===== config.mk =====
export PLATFORM = sky130hd
export DESIGN_NAME = delta_list_task_scheduler
export DESIGN_NICKNAME = d
export VERILOG_FILES = /design/src/hw/rtl/dlts_pkg.sv /design/src/hw/rtl/dlts_dp.sv /design/src/hw/rtl/dlts_ctrl.sv /design/src/hw/rtl/delta_list_task_scheduler.sv
export VERILOG_INCLUDE_DIRS = /design/src /design/src/hw/rtl
export SDC_FILE = /design/constraint.sdc
export NUM_CORES = 2
export LEC_CHECK = 0
export BUFFER_PORTS_ARGS = -buffer_cell sky130_fd_sc_hd__buf_2
export CAP_MARGIN = 0
export CORE_AREA = 3 3 555 337
export DETAILED_ROUTE_END_ITERATION = 8
export DIE_AREA = 0 0 558 340
export PLACE_DENSITY_LB_ADDON = 0.15
export SYNTH_ARGS = -nofsm -noshare
export SYNTH_HDL_FRONTEND = slang
export SYNTH_SLANG_ARGS = --single-unit

===== constraint.sdc =====
create_clock -name clk -period 6.4 [get_ports clk]
set_clock_uncertainty 0.1 [all_clocks]
set_input_delay 0.32 -clock clk [delete_from_list [all_inputs] [get_ports clk]]
set_output_delay 0.32 -clock clk [all_outputs]
set_load 0.02 [all_outputs]

===== src/hw/rtl/delta_list_task_scheduler_macros.svh =====
// Assertion macros for the scheduler RTL.
`ifndef DELTA_LIST_TASK_SCHEDULER_MACROS_SVH
`define DELTA_LIST_TASK_SCHEDULER_MACROS_SVH

// Check a property on every rising edge outside reset.
`define DLTS_ASSERT(lbl, clk, rst_n, prop, msg) \
  lbl: assert property (@(posedge clk) disable iff (!rst_n) (prop)) else $error(msg);

// Check a property on every rising edge, reset included.
`define DLTS_ASSERT_ALWAYS(lbl, clk, prop, msg) \
  lbl: assert property (@(posedge clk) (prop)) else $error(msg);

`endif


===== src/hw/rtl/dlts_pkg.sv =====
// Types, codes and helpers shared by the delta-list scheduler modules.
`default_nettype none
package dlts_pkg;

  localparam int MAX_TASKS = 32;
  localparam int ID_W      = 8;
  localparam int DELTA_W   = 13;
  localparam int MS_W      = 16;
  localparam int SLOT_W    = 6;
  localparam int CNT_W     = $clog2(MAX_TASKS + 1);
  localparam int IDX_W     = $clog2(MAX_TASKS);

  // ms / 10 as multiply by reciprocal, exact over 16-bit inputs
  localparam int TICK_MUL   = 52429;
  localparam int TICK_SHIFT = 19;

  localparam logic [1:0] REQ_TICK = 2'd0;
  localparam logic [1:0] REQ_ADD  = 2'd1;
  localparam logic [1:0] REQ_DISP = 2'd2;

  localparam logic [1:0] ST_DONE   = 2'd0;
  localparam logic [1:0] ST_FULL   = 2'd1;
  localparam logic [1:0] ST_NONE   = 2'd2;
  localparam logic [1:0] ST_REFAIL = 2'd3;

  // read address select
  localparam logic [2:0] RA_HEAD = 3'd0;
  localparam logic [2:0] RA_POS1 = 3'd1;
  localparam logic [2:0] RA_KM1  = 3'd2;
  localparam logic [2:0] RA_KM2  = 3'd3;

  // write select
  localparam logic [2:0] WA_NONE  = 3'd0;
  localparam logic [2:0] WA_TICK  = 3'd1;
  localparam logic [2:0] WA_SHIFT = 3'd2;
  localparam logic [2:0] WA_INS   = 3'd3;
  localparam logic [2:0] WA_CORR  = 3'd4;

  typedef struct packed {
    logic [ID_W-1:0]    id;
    logic [DELTA_W-1:0] delta;
    logic [DELTA_W-1:0] period;
  } entry_t;

  typedef struct packed {
    logic       latch;
    logic [2:0] rd_sel;
    logic [2:0] wr_sel;
    logic       walk_init;
    logic       ins_from_req;
    logic       release_head;
    logic       walk_step;
    logic       walk_fail;
    logic       shift_init;
    logic       k_dec;
    logic       tick_due;
    logic       remove;
    logic       status_we;
    logic [1:0] status_code;
    logic       out_load;
  } ctrl_cmd_t;

  typedef struct packed {
    logic [1:0] req;
    logic       count_zero;
    logic       full;
    logic       head_due;
    logic       rd_delta_zero;
    logic       rd_period_zero;
    logic       walk_pass;
    logic       pos1_at_n;
    logic       k_at_pos;
    logic       km1_gt_pos;
    logic       corr_pend;
    logic       out_busy;
  } dp_stat_t;

  function automatic logic [DELTA_W-1:0] ms_to_ticks(input logic [MS_W-1:0] ms);
    logic [2*MS_W-1:0] p;
    p = (2*MS_W)'(ms) * (2*MS_W)'(TICK_MUL);
    return p[TICK_SHIFT +: DELTA_W];
  endfunction

endpackage
`default_nettype wire


===== src/hw/rtl/dlts_dp.sv =====
// Datapath: entry memory, list pointers, walk and shift registers, result registers.
`default_nettype none
`include "delta_list_task_scheduler_macros.svh"
module dlts_dp (
  input  wire logic                          clk,
  input  wire logic                          rst_n,
  input  wire dlts_pkg::ctrl_cmd_t           cmd,
  output dlts_pkg::dp_stat_t                 stat,
  input  wire logic [1:0]                    req_type,
  input  wire logic [dlts_pkg::ID_W-1:0]     task_id,
  input  wire logic [dlts_pkg::MS_W-1:0]     delay_ms,
  input  wire logic [dlts_pkg::MS_W-1:0]     period_ms,
  output logic                               out_valid,
  input  wire logic                          out_ready,
  output logic [1:0]                         out_status,
  output logic                               out_run_valid,
  output logic [dlts_pkg::ID_W-1:0]          out_run_id,
  output logic [dlts_pkg::SLOT_W-1:0]        out_slot
);

  localparam int CNT_W   = dlts_pkg::CNT_W;
  localparam int IDX_W   = dlts_pkg::IDX_W;
  localparam int DELTA_W = dlts_pkg::DELTA_W;

  function automatic logic [IDX_W-1:0] phys(input logic [IDX_W-1:0] b,
                                            input logic [CNT_W-1:0] l);
    logic [CNT_W:0] s;
    s = (CNT_W+1)'(b) + (CNT_W+1)'(l);
    if (s >= (CNT_W+1)'(dlts_pkg::MAX_TASKS)) s = s - (CNT_W+1)'(dlts_pkg::MAX_TASKS);
    return s[IDX_W-1:0];
  endfunction

  dlts_pkg::entry_t mem [dlts_pkg::MAX_TASKS];
  dlts_pkg::entry_t rd_data_r;
  dlts_pkg::entry_t corr_r;
  dlts_pkg::entry_t wdata;

  logic [1:0]                 req_r;
  logic [dlts_pkg::ID_W-1:0]  id_r, ins_id_r;
  logic [DELTA_W-1:0]         dly_r, per_r, ins_dly_r, ins_per_r;
  logic [DELTA_W-1:0]         sum_r, new_delta;
  logic [CNT_W-1:0]           pos_r, k_r, count_r;
  logic [IDX_W-1:0]           base_r;
  logic                       head_due_r, corr_pend_r;
  logic [1:0]                 status_r;
  logic                       run_valid_r;
  logic [dlts_pkg::ID_W-1:0]  run_id_r;
  logic [dlts_pkg::SLOT_W-1:0] slot_r;
  logic                       out_valid_r;
  logic [1:0]                 out_status_r;
  logic                       out_run_valid_r;
  logic [dlts_pkg::ID_W-1:0]  out_run_id_r;
  logic [dlts_pkg::SLOT_W-1:0] out_slot_r;

  logic [CNT_W-1:0] rd_log, wr_log;
  logic             we;
  logic [DELTA_W:0] walk_sum;

  assign new_delta = ins_dly_r - sum_r;
  assign walk_sum  = (DELTA_W+1)'(sum_r) + (DELTA_W+1)'(rd_data_r.delta);

  always_comb begin
    case (cmd.rd_sel)
      dlts_pkg::RA_POS1: rd_log = pos_r + 1'b1;
      dlts_pkg::RA_KM1:  rd_log = k_r - 1'b1;
      dlts_pkg::RA_KM2:  rd_log = k_r - CNT_W'(2);
      default:           rd_log = '0;
    endcase
  end

  always_comb begin
    we     = 1'b1;
    wr_log = '0;
    wdata  = rd_data_r;
    case (cmd.wr_sel)
      dlts_pkg::WA_TICK: begin
        wdata.delta = rd_data_r.delta - 1'b1;
      end
      dlts_pkg::WA_SHIFT: begin
        wr_log = k_r;
      end
      dlts_pkg::WA_INS: begin
        wr_log       = pos_r;
        wdata.id     = ins_id_r;
        wdata.delta  = new_delta;
        wdata.period = ins_per_r;
      end
      dlts_pkg::WA_CORR: begin
        wr_log      = pos_r + 1'b1;
        wdata       = corr_r;
        wdata.delta = corr_r.delta - new_delta;
      end
      default: we = 1'b0;
    endcase
  end

  // entry memory: one write, one registered read per cycle
  always_ff @(posedge clk) begin
    if (we) mem[phys(base_r, wr_log)] <= wdata;
    rd_data_r <= mem[phys(base_r, rd_log)];
  end

  // list control state
  always_ff @(posedge clk) begin
    if (!rst_n) begin
      count_r     <= '0;
      base_r      <= '0;
      head_due_r  <= 1'b0;
      out_valid_r <= 1'b0;
    end else begin
      if (cmd.tick_due) head_due_r <= 1'b1;
      if (cmd.release_head) head_due_r <= 1'b0;
      if (cmd.wr_sel == dlts_pkg::WA_INS) count_r <= count_r + 1'b1;
      if (cmd.remove) begin
        count_r    <= count_r - 1'b1;
        head_due_r <= 1'b0;
        base_r     <= (base_r == IDX_W'(dlts_pkg::MAX_TASKS - 1)) ? '0 : base_r + 1'b1;
      end
      if (cmd.out_load) out_valid_r <= 1'b1;
      else if (out_ready) out_valid_r <= 1'b0;
    end
  end

  // request, walk and result payload
  always_ff @(posedge clk) begin
    if (cmd.latch) begin
      req_r       <= req_type;
      id_r        <= task_id;
      dly_r       <= dlts_pkg::ms_to_ticks(delay_ms);
      per_r       <= dlts_pkg::ms_to_ticks(period_ms);
      status_r    <= dlts_pkg::ST_DONE;
      run_valid_r <= 1'b0;
      run_id_r    <= '0;
      slot_r      <= '0;
    end
    if (cmd.ins_from_req) begin
      ins_id_r  <= id_r;
      ins_dly_r <= dly_r;
      ins_per_r <= per_r;
    end
    if (cmd.release_head) begin
      run_valid_r <= 1'b1;
      run_id_r    <= rd_data_r.id;
      ins_id_r    <= rd_data_r.id;
      ins_dly_r   <= rd_data_r.period;
      ins_per_r   <= rd_data_r.period;
    end
    if (cmd.walk_init) begin
      sum_r       <= '0;
      pos_r       <= '0;
      corr_pend_r <= 1'b0;
    end
    if (cmd.walk_step) begin
      sum_r <= walk_sum[DELTA_W-1:0];
      pos_r <= pos_r + 1'b1;
    end
    if (cmd.walk_fail) begin
      corr_r      <= rd_data_r;
      corr_pend_r <= 1'b1;
    end
    if (cmd.shift_init) k_r <= count_r;
    else if (cmd.k_dec) k_r <= k_r - 1'b1;
    if (cmd.status_we) status_r <= cmd.status_code;
    if (cmd.wr_sel == dlts_pkg::WA_INS && req_r == dlts_pkg::REQ_ADD)
      slot_r <= dlts_pkg::SLOT_W'(pos_r);
    if (cmd.out_load) begin
      out_status_r    <= status_r;
      out_run_valid_r <= run_valid_r;
      out_run_id_r    <= run_id_r;
      out_slot_r      <= slot_r;
    end
  end

  always_comb begin
    stat.req            = req_r;
    stat.count_zero     = (count_r == '0);
    stat.full           = (count_r == CNT_W'(dlts_pkg::MAX_TASKS));
    stat.head_due       = head_due_r;
    stat.rd_delta_zero  = (rd_data_r.delta == '0);
    stat.rd_period_zero = (rd_data_r.period == '0);
    stat.walk_pass      = (walk_sum <= (DELTA_W+1)'(ins_dly_r));
    stat.pos1_at_n      = ((CNT_W+1)'(pos_r) + 1'b1) == (CNT_W+1)'(count_r);
    stat.k_at_pos       = (k_r == pos_r);
    stat.km1_gt_pos     = (CNT_W+1)'(k_r) > ((CNT_W+1)'(pos_r) + 1'b1);
    stat.corr_pend      = corr_pend_r;
    stat.out_busy       = out_valid_r && !out_ready;
  end

  assign out_valid     = out_valid_r;
  assign out_status    = out_status_r;
  assign out_run_valid = out_run_valid_r;
  assign out_run_id    = out_run_id_r;
  assign out_slot      = out_slot_r;

  `DLTS_ASSERT(a_count_bound, clk, rst_n, count_r <= CNT_W'(dlts_pkg::MAX_TASKS), "entry count above capacity")
  `DLTS_ASSERT(a_ins_grows, clk, rst_n, (cmd.wr_sel == dlts_pkg::WA_INS) |=> (count_r == CNT_W'($past(count_r) + 1'b1)), "insert did not grow the list")
  `DLTS_ASSERT(a_remove, clk, rst_n, cmd.remove |=> (!head_due_r && count_r == CNT_W'($past(count_r) - 1'b1)), "head removal left list inconsistent")

endmodule
`default_nettype wire


===== src/hw/rtl/dlts_ctrl.sv =====
// Controller: sequences tick, add and dispatch requests over the datapath.
`default_nettype none
module dlts_ctrl (
  input  wire logic               clk,
  input  wire logic               rst_n,
  input  wire logic               in_valid,
  output logic                    in_ready,
  input  wire dlts_pkg::dp_stat_t stat,
  output dlts_pkg::ctrl_cmd_t     cmd
);

  localparam logic [3:0] S_IDLE     = 4'd0;
  localparam logic [3:0] S_DECODE   = 4'd1;
  localparam logic [3:0] S_TICK_WB  = 4'd2;
  localparam logic [3:0] S_DISP_RD  = 4'd3;
  localparam logic [3:0] S_WALK_CHK = 4'd4;
  localparam logic [3:0] S_SHIFT    = 4'd5;
  localparam logic [3:0] S_SHIFT_WR = 4'd6;
  localparam logic [3:0] S_INS_WR   = 4'd7;
  localparam logic [3:0] S_CORR_WR  = 4'd8;
  localparam logic [3:0] S_REMOVE   = 4'd9;
  localparam logic [3:0] S_FIN      = 4'd10;

  logic [3:0] state_r, state_nxt;
  logic [3:0] after_ins;

  assign in_ready  = (state_r == S_IDLE);
  assign after_ins = (stat.req == dlts_pkg::REQ_DISP) ? S_REMOVE : S_FIN;

  always_ff @(posedge clk) begin
    if (!rst_n) state_r <= S_IDLE;
    else        state_r <= state_nxt;
  end

  always_comb begin
    cmd        = '0;
    cmd.rd_sel = dlts_pkg::RA_HEAD;
    cmd.wr_sel = dlts_pkg::WA_NONE;
    state_nxt  = state_r;
    case (state_r)
      S_IDLE: begin
        if (in_valid) begin
          cmd.latch = 1'b1;
          state_nxt = S_DECODE;
        end
      end
      S_DECODE: begin
        case (stat.req)
          dlts_pkg::REQ_TICK: begin
            state_nxt = stat.count_zero ? S_FIN : S_TICK_WB;
          end
          dlts_pkg::REQ_ADD: begin
            if (stat.full) begin
              cmd.status_we   = 1'b1;
              cmd.status_code = dlts_pkg::ST_FULL;
              state_nxt       = S_FIN;
            end else begin
              cmd.ins_from_req = 1'b1;
              cmd.walk_init    = 1'b1;
              cmd.shift_init   = 1'b1;
              state_nxt        = stat.count_zero ? S_SHIFT : S_WALK_CHK;
            end
          end
          dlts_pkg::REQ_DISP: begin
            if (!stat.count_zero && stat.head_due) begin
              state_nxt = S_DISP_RD;
            end else begin
              cmd.status_we   = 1'b1;
              cmd.status_code = dlts_pkg::ST_NONE;
              state_nxt       = S_FIN;
            end
          end
          default: state_nxt = S_FIN;
        endcase
      end
      S_TICK_WB: begin
        if (stat.rd_delta_zero) cmd.tick_due = 1'b1;
        else                    cmd.wr_sel   = dlts_pkg::WA_TICK;
        state_nxt = S_FIN;
      end
      S_DISP_RD: begin
        cmd.release_head = 1'b1;
        if (stat.rd_period_zero) begin
          state_nxt = S_REMOVE;
        end else if (stat.full) begin
          cmd.status_we   = 1'b1;
          cmd.status_code = dlts_pkg::ST_REFAIL;
          state_nxt       = S_REMOVE;
        end else begin
          cmd.walk_init = 1'b1;
          state_nxt     = S_WALK_CHK;
        end
      end
      S_WALK_CHK: begin
        if (stat.walk_pass) begin
          cmd.walk_step = 1'b1;
          if (stat.pos1_at_n) begin
            cmd.shift_init = 1'b1;
            state_nxt      = S_SHIFT;
          end else begin
            cmd.rd_sel = dlts_pkg::RA_POS1;
          end
        end else begin
          cmd.walk_fail  = 1'b1;
          cmd.shift_init = 1'b1;
          state_nxt      = S_SHIFT;
        end
      end
      S_SHIFT: begin
        if (stat.k_at_pos) begin
          state_nxt = S_INS_WR;
        end else begin
          cmd.rd_sel = dlts_pkg::RA_KM1;
          state_nxt  = S_SHIFT_WR;
        end
      end
      S_SHIFT_WR: begin
        cmd.wr_sel = dlts_pkg::WA_SHIFT;
        cmd.k_dec  = 1'b1;
        if (stat.km1_gt_pos) cmd.rd_sel = dlts_pkg::RA_KM2;
        else                 state_nxt  = S_INS_WR;
      end
      S_INS_WR: begin
        cmd.wr_sel = dlts_pkg::WA_INS;
        state_nxt  = stat.corr_pend ? S_CORR_WR : after_ins;
      end
      S_CORR_WR: begin
        cmd.wr_sel = dlts_pkg::WA_CORR;
        state_nxt  = after_ins;
      end
      S_REMOVE: begin
        cmd.remove = 1'b1;
        state_nxt  = S_FIN;
      end
      S_FIN: begin
        if (!stat.out_busy) begin
          cmd.out_load = 1'b1;
          state_nxt    = S_IDLE;
        end
      end
      default: state_nxt = S_IDLE;
    endcase
  end

endmodule
`default_nettype wire


===== src/hw/rtl/delta_list_task_scheduler.sv =====
// Top level: delta-list timer queue with streaming request and result channels.
// An add or periodic re-add walks the queued entries to find its slot and shifts the later
// entries to make room.
// Requests are taken one at a time; the next is accepted once the result is loaded.
// Reset (synchronous, active low) empties the list; entries need no clearing.
`default_nettype none
module delta_list_task_scheduler (
  input  wire logic        clk,
  input  wire logic        rst_n,
  // request channel
  input  wire logic        in_tvalid,
  output logic             in_tready,
  input  wire logic [39:0] in_tdata,   // task_id[7:0], delay_ms[23:8], period_ms[39:24]
  input  wire logic [1:0]  in_tuser,   // req_type[1:0]
  // result channel
  output logic             out_tvalid,
  input  wire logic        out_tready,
  output logic [15:0]      out_tdata,  // run_id[7:0], slot[13:8], zero fill[15:14]
  output logic [2:0]       out_tuser   // status[1:0], run_valid[2]
);

  dlts_pkg::ctrl_cmd_t cmd;
  dlts_pkg::dp_stat_t  stat;

  logic [1:0]                    res_status;
  logic                          res_run_valid;
  logic [dlts_pkg::ID_W-1:0]     res_run_id;
  logic [dlts_pkg::SLOT_W-1:0]   res_slot;

  // Sequence each request: tick the head, or walk the list, shift, insert, correct, remove.
  dlts_ctrl u_ctrl (
    .clk      (clk),
    .rst_n    (rst_n),
    .in_valid (in_tvalid),
    .in_ready (in_tready),
    .stat     (stat),
    .cmd      (cmd)
  );

  // Hold the entries in a circular memory; head removal advances the base.
  dlts_dp u_dp (
    .clk           (clk),
    .rst_n         (rst_n),
    .cmd           (cmd),
    .stat          (stat),
    .req_type      (in_tuser),
    .task_id       (in_tdata[7:0]),
    .delay_ms      (in_tdata[23:8]),
    .period_ms     (in_tdata[39:24]),
    .out_valid     (out_tvalid),
    .out_ready     (out_tready),
    .out_status    (res_status),
    .out_run_valid (res_run_valid),
    .out_run_id    (res_run_id),
    .out_slot      (res_slot)
  );

  // Pack the result request; the output register lets a new request in while it waits.
  assign out_tdata = {2'b00, res_slot, res_run_id};
  assign out_tuser = {res_run_valid, res_status};

endmodule
`default_nettype wire

==> parameters.txt <==
Parameter                              Value

Die
  Initial Util    35.1%
  Cell Rows    121
  Die X-Extent    558 µm
  Die height    340 µm
  Die Footprint    190,000 µm²
  Area of the core    roughly 180,000 µm²
  Top-level I/O count    67

Global routing
  Global Route met3 Usage    about 5.2%
  GR met1 Demand/Resource    33.8%
  GRT Residual Overflow    0
  Met2 Usage GRT    26.1%
  Global-route wire length before repair    275,000 µm
  Initial antenna violation count    4
  Maximum number of pins on one net before global-route repair    38
  Busiest layer in global routing    met1
  Via count of the first global-routing pass    around 36,000
  GRT Util Overall    20.4%

Outcome
  Violated checks    setup timing
  Outcome    finished with violations

Placed design
  Port-buffer cells    between 60 and 70
  RD Place Congestion    0.874
  Worst-case setup slack after placement    -0.753 ns
  Number of placed instances with taps included    about 6,700
  DPL Wire Length    125,000 µm

CTS
  Clock transition at the registers of the reported paths    around 0.070 ns
  Clock tree sinks    1,303
  Total CTS buffers    118
  Number of levels in the clock H-tree    3
  Max Root-Sink Buffers    3
  Clock latency at the later pin of the worst-skew pair    approximately 0.74 ns
  CTS root buffer    sky130_fd_sc_hd__clkbuf_16
  TritonCTS clock tree    done

Layout
  Number of nets in the layout    5,006
  Most common library cell in the layout ignoring fill and taps    sky130_fd_sc_hd__edfxtp_1
  Share of cells above drive strength 1    24.7%
  Fillcell total    16,400
  Most frequent cells in the layout    sky130_fd_sc_hd__edfxtp_1, sky130_fd_sc_hd__nand2_1, sky130_fd_sc_hd__inv_1, sky130_fd_sc_hd__ha_1, sky130_fd_sc_hd__mux4_2
  Filler-free cell count of the finished design    6,956
  Core occupancy in the finished layout    41.4%
  Area Growth Syn to Fin    18.2%

Power and ir drop
  Reg power frac    38.6%
  Leakage power    27.3 nW
  Power per cell area    430 nW/µm²
  Power share of the combinational group    38.7%
  Net switching share of the total power    35.5%
  Clock Power Share    22.8%
  Net switching power of the design    about 11 mW
  Internal Pwr Total    20.8 mW
  Maximum VDD drop    458 µV

Synthesis
  Mean instance size in the synthesized netlist    ~16 µm²
  Sequential area share after synthesis    60.7%
  Cell count after synthesis    4,009
  Combinational family with the most area after synthesis    multiplexers
  Yosys reg bits    1,303
  Share of flip-flops with an asynchronous set or reset after synthesis    0%
  Cell type contributing the most total cell area after synthesis    sky130_fd_sc_hd__edfxtp_1
  Synthesized-area fraction occupied by adder cells    12.0%
  Post-synthesis instance area    approximately 64,000 µm²
  Fraction of the mapped netlist area in compound gates    4.46%
  Predominant post-synthesis flop cell    sky130_fd_sc_hd__edfxtp_1
  Share of synthesized area spent on multiplexers    a little over an eighth
  Warnings, synthesis    0
  Xor and xnor fraction of the mapped netlist area    1.41%
  Share of Yosys cell area claimed by the top area cell type    59.0%
  Simple-gate portion of the synthesized area    4.82%
  Top cells by area, synth    sky130_fd_sc_hd__edfxtp_1, sky130_fd_sc_hd__mux4_2, sky130_fd_sc_hd__ha_1
  Count of different cell masters after synthesis    85
  Count of flip-flops with a built-in enable after synthesis    1,250

Timing
  Transition at the pin with the smallest max-transition slack    1.23 ns
  Unrepaired setup endpoints after global routing    true
  Number of setup violations in the final report    34
  Max-slew violations    0
  Total negative setup slack    -9.80 ns
  Smallest hold slack    0.190 ns
  Share of the clock period used by the worst path    106%
  Final hold vios    0
  Peak Freq    148 MHz
  Minimum clock period after layout    6.77 ns
  Max_slew headroom    around 18%
  Final WS setup    -0.367 ns

Critical path
  Element type at the critical path start    flop
  Crit Path Max Fanout    7
  Critical Path Sink Type    flop
  Crit path arrival time    approximately 7.3 ns
  CP Data Required Time    6.89 ns
  Type of the setup path with the least slack    flop to flop
  Worst path slowest cell    sky130_fd_sc_hd__fa_4
  Highest cell delay on the worst timing path    ~0.73 ns

Route
  Count of TritonRoute iterations in the first routing pass    5
  Vias per inst    5.32
  Number of vias after detailed routing    37,000
  Iteration-0 DRC Markers    4,175
  DRC viols    0
  Routed wire length    194,000 µm
  Post-detailed-route wirelength per cell    around 28 µm
  Number of routed nets with antenna violations    0

Min path
  Type of the worst min-delay path    input pin to flop

Run
  Maximum capacitance violations    0
## repair_timing
action,CTS,global route
hold buffers,15,0
resized for setup,52,23
gates cloned,8,5
buffers inserted,25,15
endpoints found under the hold margin,28,0
pin swaps,25,21
setup endpoints to repair,34,34
## per-stage QoR
step                      cell area, µm²  power, mW
after CTS                          75000       32.3
final                              75200       32.3
after detailed placement           70300       24.7
after global placement             70300       24.7
after global routing               75200       34.2
after floorplan                    63600       19.6
## worst paths after layout
path,cells after the start,slack (ns),endpoint,startpoint
worst min register to register,0,0.32,u_dp.out_status[1]$_DFFE_PP_,u_dp.status_r[1]$_SDFFCE_PN0P_
worst min-delay path,2,0.19,u_dp.id_r[5]$_DFFE_PP_,in_tdata[5]
worst max-delay path,26,-0.37,u_dp.rd_data_r[8]$_DFF_P_,u_dp.sum_r[0]$_SDFFCE_PN0P_
worst max register to register,26,-0.37,u_dp.rd_data_r[8]$_DFF_P_,u_dp.sum_r[0]$_SDFFCE_PN0P_
## power by group through the flow
stage	Sequential (mW)	Clock [mW]	Combinational, mW
6_report	12.5	7.35	12.5
5_1_grt	12.5	7.89	13.9
4_1_cts	12.4	7.49	12.4
3_5_place_dp	12.6	0	12.1
3_3_place_gp	12.6	0	12.1
2_1_floorplan	12.3	0	7.28
## final cells by class
cell class              instances  area [µm²]  share of cell area (%)
inverters                     393        1480                    1.96
clock buffers                 150        3210                    4.28
diodes                          2        5.00                 0.00666
repair buffers                477        4740                    6.31
well taps                    2398        3000                    3.99
clock inverters                74         759                    1.01
flip-flops and latches       1303       38600                    51.3
multi-input cells            2159       23400                    31.1
## state kept, by name (all words and copies together), names as in the netlist, 13 cells and up
signal          cells
u_dp.mem         1088
u_dp.corr_r        34
u_dp.rd_data_r     34
u_dp.dly_r         13
u_dp.ins_dly_r     13
u_dp.ins_per_r     13
u_dp.per_r         13
u_dp.sum_r         13
## critical path: cells and delay by family, from the launching register on
family / cells / cell delay (ns)
AO/OA/AOI/OAI: 12 / 1.86
adder cells (fa/ha/maj): 5 / 1.77
multiplexers: 4 / 1.15
AND/OR/NAND/NOR: 1 / 0.56
buffers and inverters: 3 / 0.55
flip-flops: 1 / 0.43
XOR/XNOR: 1 / 0.16
## routing by layer
metal  vias to the layer above  wire length (µm)
li1                      16100                 -
met1                     19300             98700
met2                      1400             75100
met3                       234             16900
met4                         0              3790
met5                         -                 0
## synth_stat cells (all sizes together), types with 8 or more instances
cell and instances:
a21o 37, a21oi 66, a22oi 26, a31oi 10, and2 20, and3 10
buf 61, clkbuf 94, dfxtp 53, edfxtp 1250, fa 168, ha 340
inv 393, mux2 37, mux2i 108, mux4 306, nand2 414, nand2b 8
nand3 25, nor2 107, nor2b 34, nor3 42, nor4 10, o21a 9
o21ai 89, o221ai 37, o22ai 41, xnor2 67, xor2 31
## cell families (layout without fill, tap and decap cells)
kind of cell,Yosys count,after routing
xor+xnor,99,99
fa+ha+maj,508,508
flops,1303,1303
other cells,1,4
mux,451,451
compound gates,395,395
simple gates,704,704
buf+inv,548,1094
No activity file was read; power rests on OpenSTA's default activity.
